`src/design/upsd_pkg.sv`:
```
`default_nettype none

package upsd_pkg;

  localparam logic [7:0] CharPercent = 8'h25;
  localparam logic [7:0] CharPlus    = 8'h2B;
  localparam logic [7:0] CharSpace   = 8'h20;
  localparam logic [7:0] CharQuest   = 8'h3F;
  localparam logic [7:0] CharZero    = 8'h30;
  localparam logic [7:0] CharNine    = 8'h39;
  localparam logic [7:0] CharLowA    = 8'h61;
  localparam logic [7:0] CharLowF    = 8'h66;
  localparam logic [7:0] CharUpA     = 8'h41;
  localparam logic [7:0] CharUpF     = 8'h46;
  localparam logic [7:0] HexLetterOfs = 8'd10;

  localparam int unsigned LenW      = 16;
  localparam int unsigned MaxBytes  = 3;
  localparam int unsigned NbW       = 2;
  localparam int unsigned FifoDepth = 4;
  localparam int unsigned FifoAw    = 2;
  localparam int unsigned FifoCntW  = 3;

  typedef enum logic [2:0] {
    EscIdle = 3'b001,
    EscPct  = 3'b010,
    EscHex  = 3'b100
  } esc_phase_e;

  typedef struct packed {
    logic [7:0] in_byte;
    logic       byte_valid;
    logic       is_last;
  } in_word_t;

  typedef struct packed {
    logic [7:0]      out_byte;
    logic            out_valid;
    logic            in_query_part;
    logic            end_marker;
    logic            query_present;
    logic [LenW-1:0] decoded_path_length;
  } out_word_t;

  // everything one input word produces: up to three bytes, then maybe the end marker
  typedef struct packed {
    logic [MaxBytes-1:0][7:0] bytes;
    logic [NbW-1:0]           n_bytes;
    logic                     query;
    logic                     last;
    logic                     query_seen;
    logic [LenW-1:0]          path_cnt;
  } job_t;

  typedef struct packed {
    logic push;
    logic full;
    logic pop;
    logic empty;
  } fifo_ctl_t;

  // {valid, nibble}
  function automatic logic [4:0] hex_nibble(logic [7:0] c);
    logic [7:0] t;
    logic [4:0] r;
    t = 8'd0;
    r = 5'd0;
    if (c >= CharZero && c <= CharNine) begin
      t = c - CharZero;
      r = {1'b1, t[3:0]};
    end else if (c >= CharLowA && c <= CharLowF) begin
      t = c - CharLowA + HexLetterOfs;
      r = {1'b1, t[3:0]};
    end else if (c >= CharUpA && c <= CharUpF) begin
      t = c - CharUpA + HexLetterOfs;
      r = {1'b1, t[3:0]};
    end
    return r;
  endfunction

endpackage

`default_nettype wire

```
`src/design/upsd_if.sv`:
```
`default_nettype none

interface upsd_in_if;
  logic               valid;
  logic               ready;
  upsd_pkg::in_word_t data;

  modport src  (output valid, output data, input ready);
  modport sink (input valid, input data, output ready);
endinterface

interface upsd_out_if;
  logic                valid;
  logic                ready;
  upsd_pkg::out_word_t data;

  modport src  (output valid, output data, input ready);
  modport sink (input valid, input data, output ready);
endinterface

`default_nettype wire

```
`src/design/upsd_front.sv`:
```
`default_nettype none

module upsd_front (
  input  wire logic                clk_i,
  input  wire logic                rst_ni,
  input  wire logic                valid_i,
  input  wire upsd_pkg::in_word_t  word_i,
  output logic                     ready_o,
  input  wire logic                full_i,
  output logic                     push_o,
  output upsd_pkg::job_t           job_o
);

  upsd_pkg::esc_phase_e              phase_q, phase_d;
  logic [7:0]                        held_q, held_d;
  logic                              seen_q, seen_d;
  logic [upsd_pkg::LenW-1:0]         count_q, count_d;

  logic                              accept;
  logic [upsd_pkg::MaxBytes-1:0][7:0] bytes_v;
  logic [upsd_pkg::NbW-1:0]          n_v;
  logic                              query_v;
  logic                              do_plain;
  logic [4:0]                        hex_in;
  logic [4:0]                        hex_held;
  logic [upsd_pkg::LenW:0]           sum;
  logic [upsd_pkg::LenW-1:0]         count_v;

  assign ready_o = !full_i;
  assign accept  = valid_i && ready_o;
  assign hex_in   = upsd_pkg::hex_nibble(word_i.in_byte);
  assign hex_held = upsd_pkg::hex_nibble(held_q);

  always_comb begin
    phase_d  = phase_q;
    held_d   = held_q;
    seen_d   = seen_q;
    bytes_v  = '0;
    n_v      = '0;
    query_v  = 1'b0;
    do_plain = 1'b0;

    if (word_i.byte_valid) begin
      if (seen_q) begin
        bytes_v[n_v] = word_i.in_byte;
        n_v          = n_v + 1'b1;
        query_v      = 1'b1;
      end else begin
        unique case (phase_q)
          upsd_pkg::EscPct: begin
            if (hex_in[4]) begin
              held_d  = word_i.in_byte;
              phase_d = upsd_pkg::EscHex;
            end else begin
              phase_d      = upsd_pkg::EscIdle;
              bytes_v[n_v] = upsd_pkg::CharPercent;
              n_v          = n_v + 1'b1;
              do_plain     = 1'b1;
            end
          end
          upsd_pkg::EscHex: begin
            phase_d = upsd_pkg::EscIdle;
            if (hex_held[4] && hex_in[4]) begin
              bytes_v[n_v] = {hex_held[3:0], hex_in[3:0]};
              n_v          = n_v + 1'b1;
            end else begin
              bytes_v[n_v] = upsd_pkg::CharPercent;
              n_v          = n_v + 1'b1;
              bytes_v[n_v] = held_q;
              n_v          = n_v + 1'b1;
              do_plain     = 1'b1;
            end
          end
          default: begin
            phase_d  = upsd_pkg::EscIdle;
            do_plain = 1'b1;
          end
        endcase
      end
    end

    // the breaking byte (or a fresh one) goes through plain path handling
    if (do_plain) begin
      priority if (word_i.in_byte == upsd_pkg::CharQuest) begin
        seen_d = 1'b1;
      end else if (word_i.in_byte == upsd_pkg::CharPercent) begin
        phase_d = upsd_pkg::EscPct;
      end else if (word_i.in_byte == upsd_pkg::CharPlus) begin
        bytes_v[n_v] = upsd_pkg::CharSpace;
        n_v          = n_v + 1'b1;
      end else begin
        bytes_v[n_v] = word_i.in_byte;
        n_v          = n_v + 1'b1;
      end
    end

    // flush an open escape at end of URL, then start afresh
    if (word_i.is_last) begin
      if (phase_d == upsd_pkg::EscPct) begin
        bytes_v[n_v] = upsd_pkg::CharPercent;
        n_v          = n_v + 1'b1;
      end else if (phase_d == upsd_pkg::EscHex) begin
        bytes_v[n_v] = upsd_pkg::CharPercent;
        n_v          = n_v + 1'b1;
        bytes_v[n_v] = held_d;
        n_v          = n_v + 1'b1;
      end
      phase_d = upsd_pkg::EscIdle;
      held_d  = '0;
      seen_d  = 1'b0;
    end
  end

  // saturating path count
  always_comb begin
    sum = {1'b0, count_q};
    if (!query_v) begin
      sum = {1'b0, count_q} + (upsd_pkg::LenW + 1)'(n_v);
    end
    count_v = sum[upsd_pkg::LenW] ? '1 : sum[upsd_pkg::LenW-1:0];
  end

  always_comb begin
    count_d = count_v;
    if (word_i.is_last) begin
      count_d = '0;
    end
  end

  assign push_o = accept && ((n_v != '0) || word_i.is_last);

  always_comb begin
    job_o.bytes      = bytes_v;
    job_o.n_bytes    = n_v;
    job_o.query      = query_v;
    job_o.last       = word_i.is_last;
    job_o.query_seen = seen_q || (do_plain && word_i.in_byte == upsd_pkg::CharQuest);
    job_o.path_cnt   = count_v;
  end

  always_ff @(posedge clk_i or negedge rst_ni) begin
    if (!rst_ni) begin
      phase_q <= upsd_pkg::EscIdle;
      held_q  <= '0;
      seen_q  <= 1'b0;
      count_q <= '0;
    end else if (accept) begin
      phase_q <= phase_d;
      held_q  <= held_d;
      seen_q  <= seen_d;
      count_q <= count_d;
    end
  end

endmodule

`default_nettype wire

```
`src/design/upsd_fifo.sv`:
```
`default_nettype none

module upsd_fifo (
  input  wire logic           clk_i,
  input  wire logic           rst_ni,
  input  wire logic           push_i,
  input  wire upsd_pkg::job_t job_i,
  output logic                full_o,
  input  wire logic           pop_i,
  output logic                empty_o,
  output upsd_pkg::job_t      head_o
);

  upsd_pkg::job_t                   mem_q [upsd_pkg::FifoDepth];
  logic [upsd_pkg::FifoAw-1:0]      wr_q, rd_q;
  logic [upsd_pkg::FifoCntW-1:0]    cnt_q, cnt_d;
  upsd_pkg::fifo_ctl_t              ctl;

  assign full_o  = ctl.full;
  assign empty_o = ctl.empty;
  assign head_o  = mem_q[rd_q];

  always_comb begin
    ctl.full  = (cnt_q == upsd_pkg::FifoCntW'(upsd_pkg::FifoDepth));
    ctl.empty = (cnt_q == '0);
    ctl.push  = push_i && !ctl.full;
    ctl.pop   = pop_i && !ctl.empty;
    cnt_d     = cnt_q;
    unique case ({ctl.push, ctl.pop})
      2'b10:   cnt_d = cnt_q + 1'b1;
      2'b01:   cnt_d = cnt_q - 1'b1;
      default: cnt_d = cnt_q;
    endcase
  end

  always_ff @(posedge clk_i) begin
    if (ctl.push) begin
      mem_q[wr_q] <= job_i;
    end
  end

  always_ff @(posedge clk_i or negedge rst_ni) begin
    if (!rst_ni) begin
      wr_q  <= '0;
      rd_q  <= '0;
      cnt_q <= '0;
    end else begin
      if (ctl.push) wr_q <= wr_q + 1'b1;
      if (ctl.pop)  rd_q <= rd_q + 1'b1;
      cnt_q <= cnt_d;
    end
  end

endmodule

`default_nettype wire

```
`src/design/upsd_back.sv`:
```
`default_nettype none

module upsd_back (
  input  wire logic           clk_i,
  input  wire logic           rst_ni,
  input  wire logic           empty_i,
  input  wire upsd_pkg::job_t head_i,
  output logic                pop_o,
  output logic                valid_o,
  input  wire logic           ready_i,
  output upsd_pkg::out_word_t word_o
);

  logic [upsd_pkg::NbW-1:0] idx_q;
  logic [upsd_pkg::NbW:0]   n_res;
  logic [upsd_pkg::NbW-1:0] last_idx;
  logic                     is_byte;
  logic                     fire;

  assign n_res    = {1'b0, head_i.n_bytes} + {{upsd_pkg::NbW{1'b0}}, head_i.last};
  assign last_idx = upsd_pkg::NbW'(n_res - 1'b1);
  assign is_byte  = (idx_q < head_i.n_bytes);
  assign valid_o  = !empty_i;
  assign fire     = valid_o && ready_i;
  assign pop_o    = fire && (idx_q == last_idx);

  always_comb begin
    word_o = '0;
    if (is_byte) begin
      word_o.out_byte      = head_i.bytes[idx_q];
      word_o.out_valid     = 1'b1;
      word_o.in_query_part = head_i.query;
    end else begin
      word_o.end_marker          = 1'b1;
      word_o.query_present       = head_i.query_seen;
      word_o.decoded_path_length = head_i.path_cnt;
    end
  end

  always_ff @(posedge clk_i or negedge rst_ni) begin
    if (!rst_ni) begin
      idx_q <= '0;
    end else if (fire) begin
      idx_q <= pop_o ? '0 : idx_q + 1'b1;
    end
  end

endmodule

`default_nettype wire

```
`src/design/url_path_split_percent_decoder_core.sv`:
```
// channel  dir  modport           payload
// in_i     in   upsd_in_if.sink   in_byte, byte_valid, is_last
// out_o    out  upsd_out_if.src   out_byte, out_valid, in_query_part, end_marker,
//                                 query_present, decoded_path_length
//
// One input word per cycle; the front decodes it in the cycle it is taken.
// Each word yields 0..4 output words, sent one a cycle from a 4-deep job queue.
// in_i.ready drops only when that queue is full; out_o.ready stalls the back only.
// Async active-low reset empties the queue and clears escape, query and count state.
`default_nettype none

module url_path_split_percent_decoder_core (
  input  wire logic clk_i,
  input  wire logic rst_ni,
  upsd_in_if.sink   in_i,
  upsd_out_if.src   out_o
);

  upsd_pkg::job_t job_w, head_w;
  logic           push_w, full_w, pop_w, empty_w;

  upsd_front u_front (
    .clk_i   (clk_i),
    .rst_ni  (rst_ni),
    .valid_i (in_i.valid),
    .word_i  (in_i.data),
    .ready_o (in_i.ready),
    .full_i  (full_w),
    .push_o  (push_w),
    .job_o   (job_w)
  );

  upsd_fifo u_fifo (
    .clk_i   (clk_i),
    .rst_ni  (rst_ni),
    .push_i  (push_w),
    .job_i   (job_w),
    .full_o  (full_w),
    .pop_i   (pop_w),
    .empty_o (empty_w),
    .head_o  (head_w)
  );

  upsd_back u_back (
    .clk_i   (clk_i),
    .rst_ni  (rst_ni),
    .empty_i (empty_w),
    .head_i  (head_w),
    .pop_o   (pop_w),
    .valid_o (out_o.valid),
    .ready_i (out_o.ready),
    .word_o  (out_o.data)
  );

endmodule

`default_nettype wire

```
`src/flat_wrapper.sv`:
```
// flat-port wrapper written by rule: the top's interface ports become plain ports
module url_path_split_percent_decoder_core_flat 
  (clk_i, rst_ni, in_i_valid, in_i_data, in_i_ready, out_o_valid, out_o_data, out_o_ready);
  upsd_in_if in_i_i ();
  upsd_out_if out_o_i ();
  input  wire logic clk_i;
  input  wire logic rst_ni;
  input wire logic [$bits(in_i_i.valid)-1:0] in_i_valid;
  input wire logic [$bits(in_i_i.data)-1:0] in_i_data;
  output wire logic [$bits(in_i_i.ready)-1:0] in_i_ready;
  output wire logic [$bits(out_o_i.valid)-1:0] out_o_valid;
  output wire logic [$bits(out_o_i.data)-1:0] out_o_data;
  input wire logic [$bits(out_o_i.ready)-1:0] out_o_ready;
  assign in_i_i.valid = in_i_valid;
  assign in_i_i.data = in_i_data;
  assign in_i_ready = in_i_i.ready;
  assign out_o_valid = out_o_i.valid;
  assign out_o_data = out_o_i.data;
  assign out_o_i.ready = out_o_ready;
  url_path_split_percent_decoder_core u_core (.clk_i(clk_i), .rst_ni(rst_ni), .in_i(in_i_i), .out_o(out_o_i));
endmodule
```
`config.mk`:
```
export PLATFORM = sky130hd
export DESIGN_NAME = url_path_split_percent_decoder_core_flat
export DESIGN_NICKNAME = d
export VERILOG_FILES = /design/src/design/upsd_pkg.sv /design/src/design/upsd_if.sv /design/src/design/upsd_front.sv /design/src/design/upsd_fifo.sv /design/src/design/upsd_back.sv /design/src/design/url_path_split_percent_decoder_core.sv /design/src/flat_wrapper.sv
export SDC_FILE = /design/constraint.sdc
export NUM_CORES = 1
export LEC_CHECK = 0
export BUFFER_PORTS_ARGS = -buffer_cell sky130_fd_sc_hd__buf_2
export CORE_ASPECT_RATIO = 1.5
export CORE_MARGIN = 2
export CORE_UTILIZATION = 50
export CTS_CLUSTER_SIZE = 40
export DETAILED_ROUTE_END_ITERATION = 16
export GPL_TIMING_DRIVEN = 0
export PLACE_DENSITY = 0.75
export SYNTH_ARGS = -nofsm -noshare
export SYNTH_HDL_FRONTEND = slang
export SYNTH_HIERARCHICAL = 1
export SYNTH_SLANG_ARGS = --single-unit
```
`constraint.sdc`:
```
create_clock -name clk_i -period 6.08 [get_ports clk_i]
set_clock_uncertainty 0.15 [all_clocks]
set_input_delay 0 -clock clk_i [delete_from_list [all_inputs] [get_ports clk_i]]
set_output_delay 0 -clock clk_i [all_outputs]
set_load 0.05 [all_outputs]
```
* Word level (Yosys, flattened, before mapping)
Memories as Yosys holds them, arrays and structs flattened.
Index checks and enable logic that the tools add are counted.
** Word-level totals
- Bits in registers :: 37
- Memory bits (writable) :: 180
- Output and inout port bits :: 30
- Word-level logic and storage cells :: 168
- Memories :: 1
** Memory list
- u_core.u_fifo.mem_q :: words 4, bits a word 45, rd ports 1, clocked after Yosys merged registers in 0, write ports 1, RTL line upsd_fifo.sv:14 : upsd_pkg::job_t mem_q [upsd_pkg::FifoDepth];
** Cells by class
- Add/subtract/negate cells :: 21
- $lt $le $gt $ge :: 20
- Equal/unequal tests :: 11
- Mux-type cells :: 74
- Bitwise gates (word level) :: 6
- Reductions and logical operators :: 27
** Operators with widths (number)
- 2-to-1 mux 24 bit :: 7
- 2-to-1 mux 8 bit :: 14
- bitwise mux 24 bit :: 2
- demux 8 bit (select 2 bit) :: 3
- 2-to-1 mux 16 bit :: 3
- greater-or-equal comparator 8 x 7 -> 1 bit (second input constant) :: 4
- less-or-equal comparator 8 x 7 -> 1 bit (second input constant) :: 4
- 2-to-1 mux 5 bit :: 6
- == test 8 x 6 -> 1 bit (second input constant) :: 3
- 2-to-1 mux 3 bit :: 8
- subtractor 4 x 1 -> 4 bit (second input constant) :: 6
- AND 14 x 21 -> 21 bit :: 1
- NOT 21 bit :: 1
- 2-to-1 mux 2 bit :: 10
- 2-to-1 mux 18 bit :: 1
- adder 16 x 2 -> 17 bit :: 1
- logical AND 1 bit :: 17
- 2-to-1 mux 17 bit :: 1
- adder 4 bit (second input constant) :: 4
- binary-select mux 8 bit (select 2 bit) :: 1
- greater-or-equal comparator 8 x 6 -> 1 bit (second input constant) :: 2
- less-or-equal comparator 8 x 6 -> 1 bit (second input constant) :: 2
- one-hot mux 8 bit (2 select lines) :: 1
- AND 15 bit :: 1
- other kinds (27) :: 56

* Depth between registers and ports, before layout
- Word-level depth :: 25
- Gate-level depth with buffers :: 25

* Modules after synthesis
Netlist, hierarchy kept.
** By module, submodules not included
- upsd_fifo :: instances 1, cells each 272, area an instance 6939.2 um^2, seq. area each 5580.4 um^2
- upsd_front :: instances 1, cells each 456, area an instance 3433.3 um^2, seq. area each 701.9 um^2
- upsd_back :: instances 1, cells each 78, area an instance 546.8 um^2, seq. area each 50.0 um^2

* Worst setup path before layout
OpenSTA, ideal clock, no wires.
- Kind :: flip-flop to flip-flop
- From :: register u_core.u_front.held_q[0]
- To :: memory u_core/u_fifo/mem_q[0][1] in the netlist's numbering, data pin
- Library setup time :: 0.151 ns
- Arrival time :: 5.078 ns
- Data required time :: 5.779 ns
- Setup slack :: 0.701 ns
- Stages on the path, launching flop included :: 22
- Buffers on the path :: 3
- Path through :: dfrtp_1 inv_1 ha_1 o21bai_1 a21oi_1 o211ai_2 nor2_1 o31ai_4 ha_1 a31oi_1 ha_1 clkbuf_1 o21a_1 o21ai_1 a2bb2oi_1 fa_1 and4bb_1 nand4_1 or3_1 clkbuf_1 clkbuf_1 nand3_1
** RTL lines
- start: declaration :: RTL line upsd_front.sv:15 : logic [7:0] held_q, held_d;
- start signal: assignment :: RTL line upsd_front.sv:149 : held_q <= held_d;
- end: declaration :: RTL line upsd_fifo.sv:14

==> results.toml <==
[floorplanning]
row_count = 66
die-area_mm2 = 0.0231
core_area_mm2 = 0.0216
initial_utilization_pct = 50.7
io_pins = 44
die_h_um = 185
dieWidth_um = 125

[logic_synthesis]
synth_edf_count = 180
ys_seq_elements = 217
synthTopCellsByCount = "edfxtp_1 (180), nand2_1 (67), a21oi_1 (49)"
synthArstFlopShare_pct = 17.1
yosysWarningCount = 6
synth_top_area_share_pct = 49.5
ys.flop_type = "edfxtp_1"
syn-cell-area_mm2 = 0.0109
synth_cells = 806
synth_area_leaders = "edfxtp_1 (50%), mux4_2 (9.3%), dfrtp_1 (8.3%)"
ys_types = 87
ys_seq_area_share_pct = 58.0
yosysMostFrequentCell = "edfxtp_1"
syn_nets = 844
synth_area_leader_cell = "edfxtp_1"
avgSynthCellArea_um2 = 13.5

[timing]
tightestPinTransition_ns = 0.915
maxSlewHeadroom_pct = 39.0
tns_ns = 0
max_freq_ghz = 0.172
slew_viol_final = 0
hold_viol = 0
setup_viol = 0
layout_min_cycle_time_ns = 5.80
fin_crit_sh_pct = 95.4
setup_ws_ns = 0.277
rsz0062_at_grt = "no"

[layout]
n_fill_cell = 1665
n_antenna_cell = 0
area_growth_pct = 13.9
register_area_mm2 = 0.00633
utilization_pct = 57.7
final_nets = 921
finalInstanceArea_mm2 = 0.0124
multi_input_area_mm2 = 0.00427
drive_above_1_share_pct = 21.9

[routing]
drt-wirelength-per-cell_um = 21.6
avgViaCountPerCell = 6.11
vias = 7138
finalWirelength_mm = 25.3
drc_errors = 0
ant_nets = 0
drtIter0Drc = 651
drt_pass1_iterations = 6

[run_status]
run_status = "finished, final reports clean"

[placement]
port_buffers = 43
place_area_mm2 = 0.0116
post-place-ws_ns = -0.853
gp_congestion = 0.957
place_hpwl_mm = 17.6

[job]
cap_violations = 0

[worst_setup_path]
crit_required_ns = 6.24
crit_path_start_kind = "flop"
crit_type = "reg2reg"
r2r_slack_ns = 0.28
end_kind = "flop"
cp_max_fo = 10
cp.arrival_ns = 5.97

[clock_network]
cts_root_buf = "clkbuf_16"
clkTransAtPathRegs_ns = 0.08
clock-sinks = 217
htreeDepth = 1
clkLatencyLatePin_ns = 0.49
cts_tree = "yes"
cts_buffer_depth = 3
numCtsBuffers = 20

[grt]
grt_pass1_wl_mm = 39.4
antenna_found_initial = 0
grt_usage_pct = 21.7
overflow = 0
grt_max_degree = 38
grt_pass1_vias = 7149

[power]
power_uw = 5630
vdd_drop_max_uv = 307
power_leakage_uw = 0.00460
power_density_mw_per_mm2 = 452

[worst_hold_path]
hold_path.class = "in2async"
worst paths after layout:
check | cells past startpoint | start | endpoint
max | 20 | u_core/u_front/held_q[0] | u_core/u_fifo/mem_q[1][1]
min | 2 | rst_ni | u_core/u_front/held_q[3]
max reg2reg | 20 | u_core/u_front/held_q[0] | u_core/u_fifo/mem_q[1][1]
min reg2reg | 1 | u_core/u_fifo/cnt_q[2] | u_core/u_fifo/cnt_q[2]
max in group asynchronous | 2 | rst_ni | u_core/u_front/held_q[0]
min in group clk_i | 3 | in_i_data[8] | u_core/u_front/held_q[6]
where the power goes:
part	internal, µW	switching (µW)
registers	1870	88.5
clock network	791	532
logic	833	1510
through the flow:
step / std cells / hold slack (ns)
after floorplan: 806 / -0.446
final: 1169 / 0.0206
after global placement: 1121 / 0.0390
after detailed placement: 1125 / 0.0375
after CTS: 1169 / 0.0211
after global routing: 1169 / 0.0199
layout make-up:
class	count	share of cell area, %
inverters	35	1.06
multi-input cells	510	34.3
repair buffers	56	3.14
clock inverters	10	1.16
flip-flops and latches	217	50.9
plain buffers	43	2.13
clock buffers	26	4.54
well taps	272	2.74
cell families (layout without fill, tap and decap cells):
family	Yosys count	after routing	synth area share (%)
flip-flops	217	217	58.0
AND/OR/NAND/NOR	211	211	10.3
AO/OA/AOI/OAI	192	192	12.3
buffers and inverters	79	170	3.64
multiplexers	61	61	10.9
adder cells (fa/ha/maj)	24	24	2.89
XOR/XNOR	22	22	1.96
state kept, by name, summed over array words and instances, names as in the netlist:
signal,cells
u_core/u_front/phase_q,3
u_core/u_fifo/cnt_q,3
u_core/u_back/idx_q,2
u_core/u_fifo/rd_q,2
u_core/u_fifo/mem_q,180
u_core/u_front/held_q,8
u_core/u_front/seen_q,1
u_core/u_fifo/wr_q,2
u_core/u_front/count_q,16
critical path: stages (launching register included):
cell,delay [ns]
dfrtp_2,0.49
inv_1,0.16
ha_1,0.19
inv_1,0.04
o311a_1,0.37
o211ai_4,0.24
nor2_1,0.14
o31ai_4,0.33
ha_1,0.34
a31oi_4,0.27
ha_1,0.32
o21a_1,0.14
o21ai_1,0.09
a2bb2oi_4,0.29
fa_1,0.33
and4bb_1,0.34
nand4_1,0.24
or3_1,0.49
clkbuf_2,0.23
clkbuf_2,0.22
nand3_1,0.19
cell usage in the layout (no fill, tap or decap), drive strengths merged, types with 7 or more instances in the layout:
cell           n
o21ai         30
a31oi         10
a22o           9
dfrtp         36
mux4          45
nor3          12
a21oi         50
inv           36
nand3         26
o22ai         15
nand2         68
mux2          11
and2          29
a21o          13
dlygate4sd3    8
nor3b          7
ha            22
xnor2         14
xor2           7
nor2          31
clkbuf        46
edfxtp       180
buf           71
and3           7
per-layer routing:
layer | part of all wire [%] | wire (µm) | global-route usage [%] | vias up
met1 | 40 | 10100 | 27.0 | 3560
met2 | 52 | 13100 | 38.5 | 243
met5 | 0 | 0 | 0 | -
met3 | 4.0 | 1010 | 2.46 | 68
li1 | - | - | - | 3267
met4 | 4.0 | 1020 | 9.62 | 0
timing repair:
| action | in CTS | in global routing |
|---|---|---|
| setup endpoints to repair | 80 | 69 |
| gates resized for setup | 6 | 10 |
| pin swaps | 2 | 0 |
| setup buffers | 1 | 0 |
| hold buffers | 8 | 0 |
| hold endpoints to repair | 57 | 0 |
Note: power is estimated with default switching activity, not from simulation.
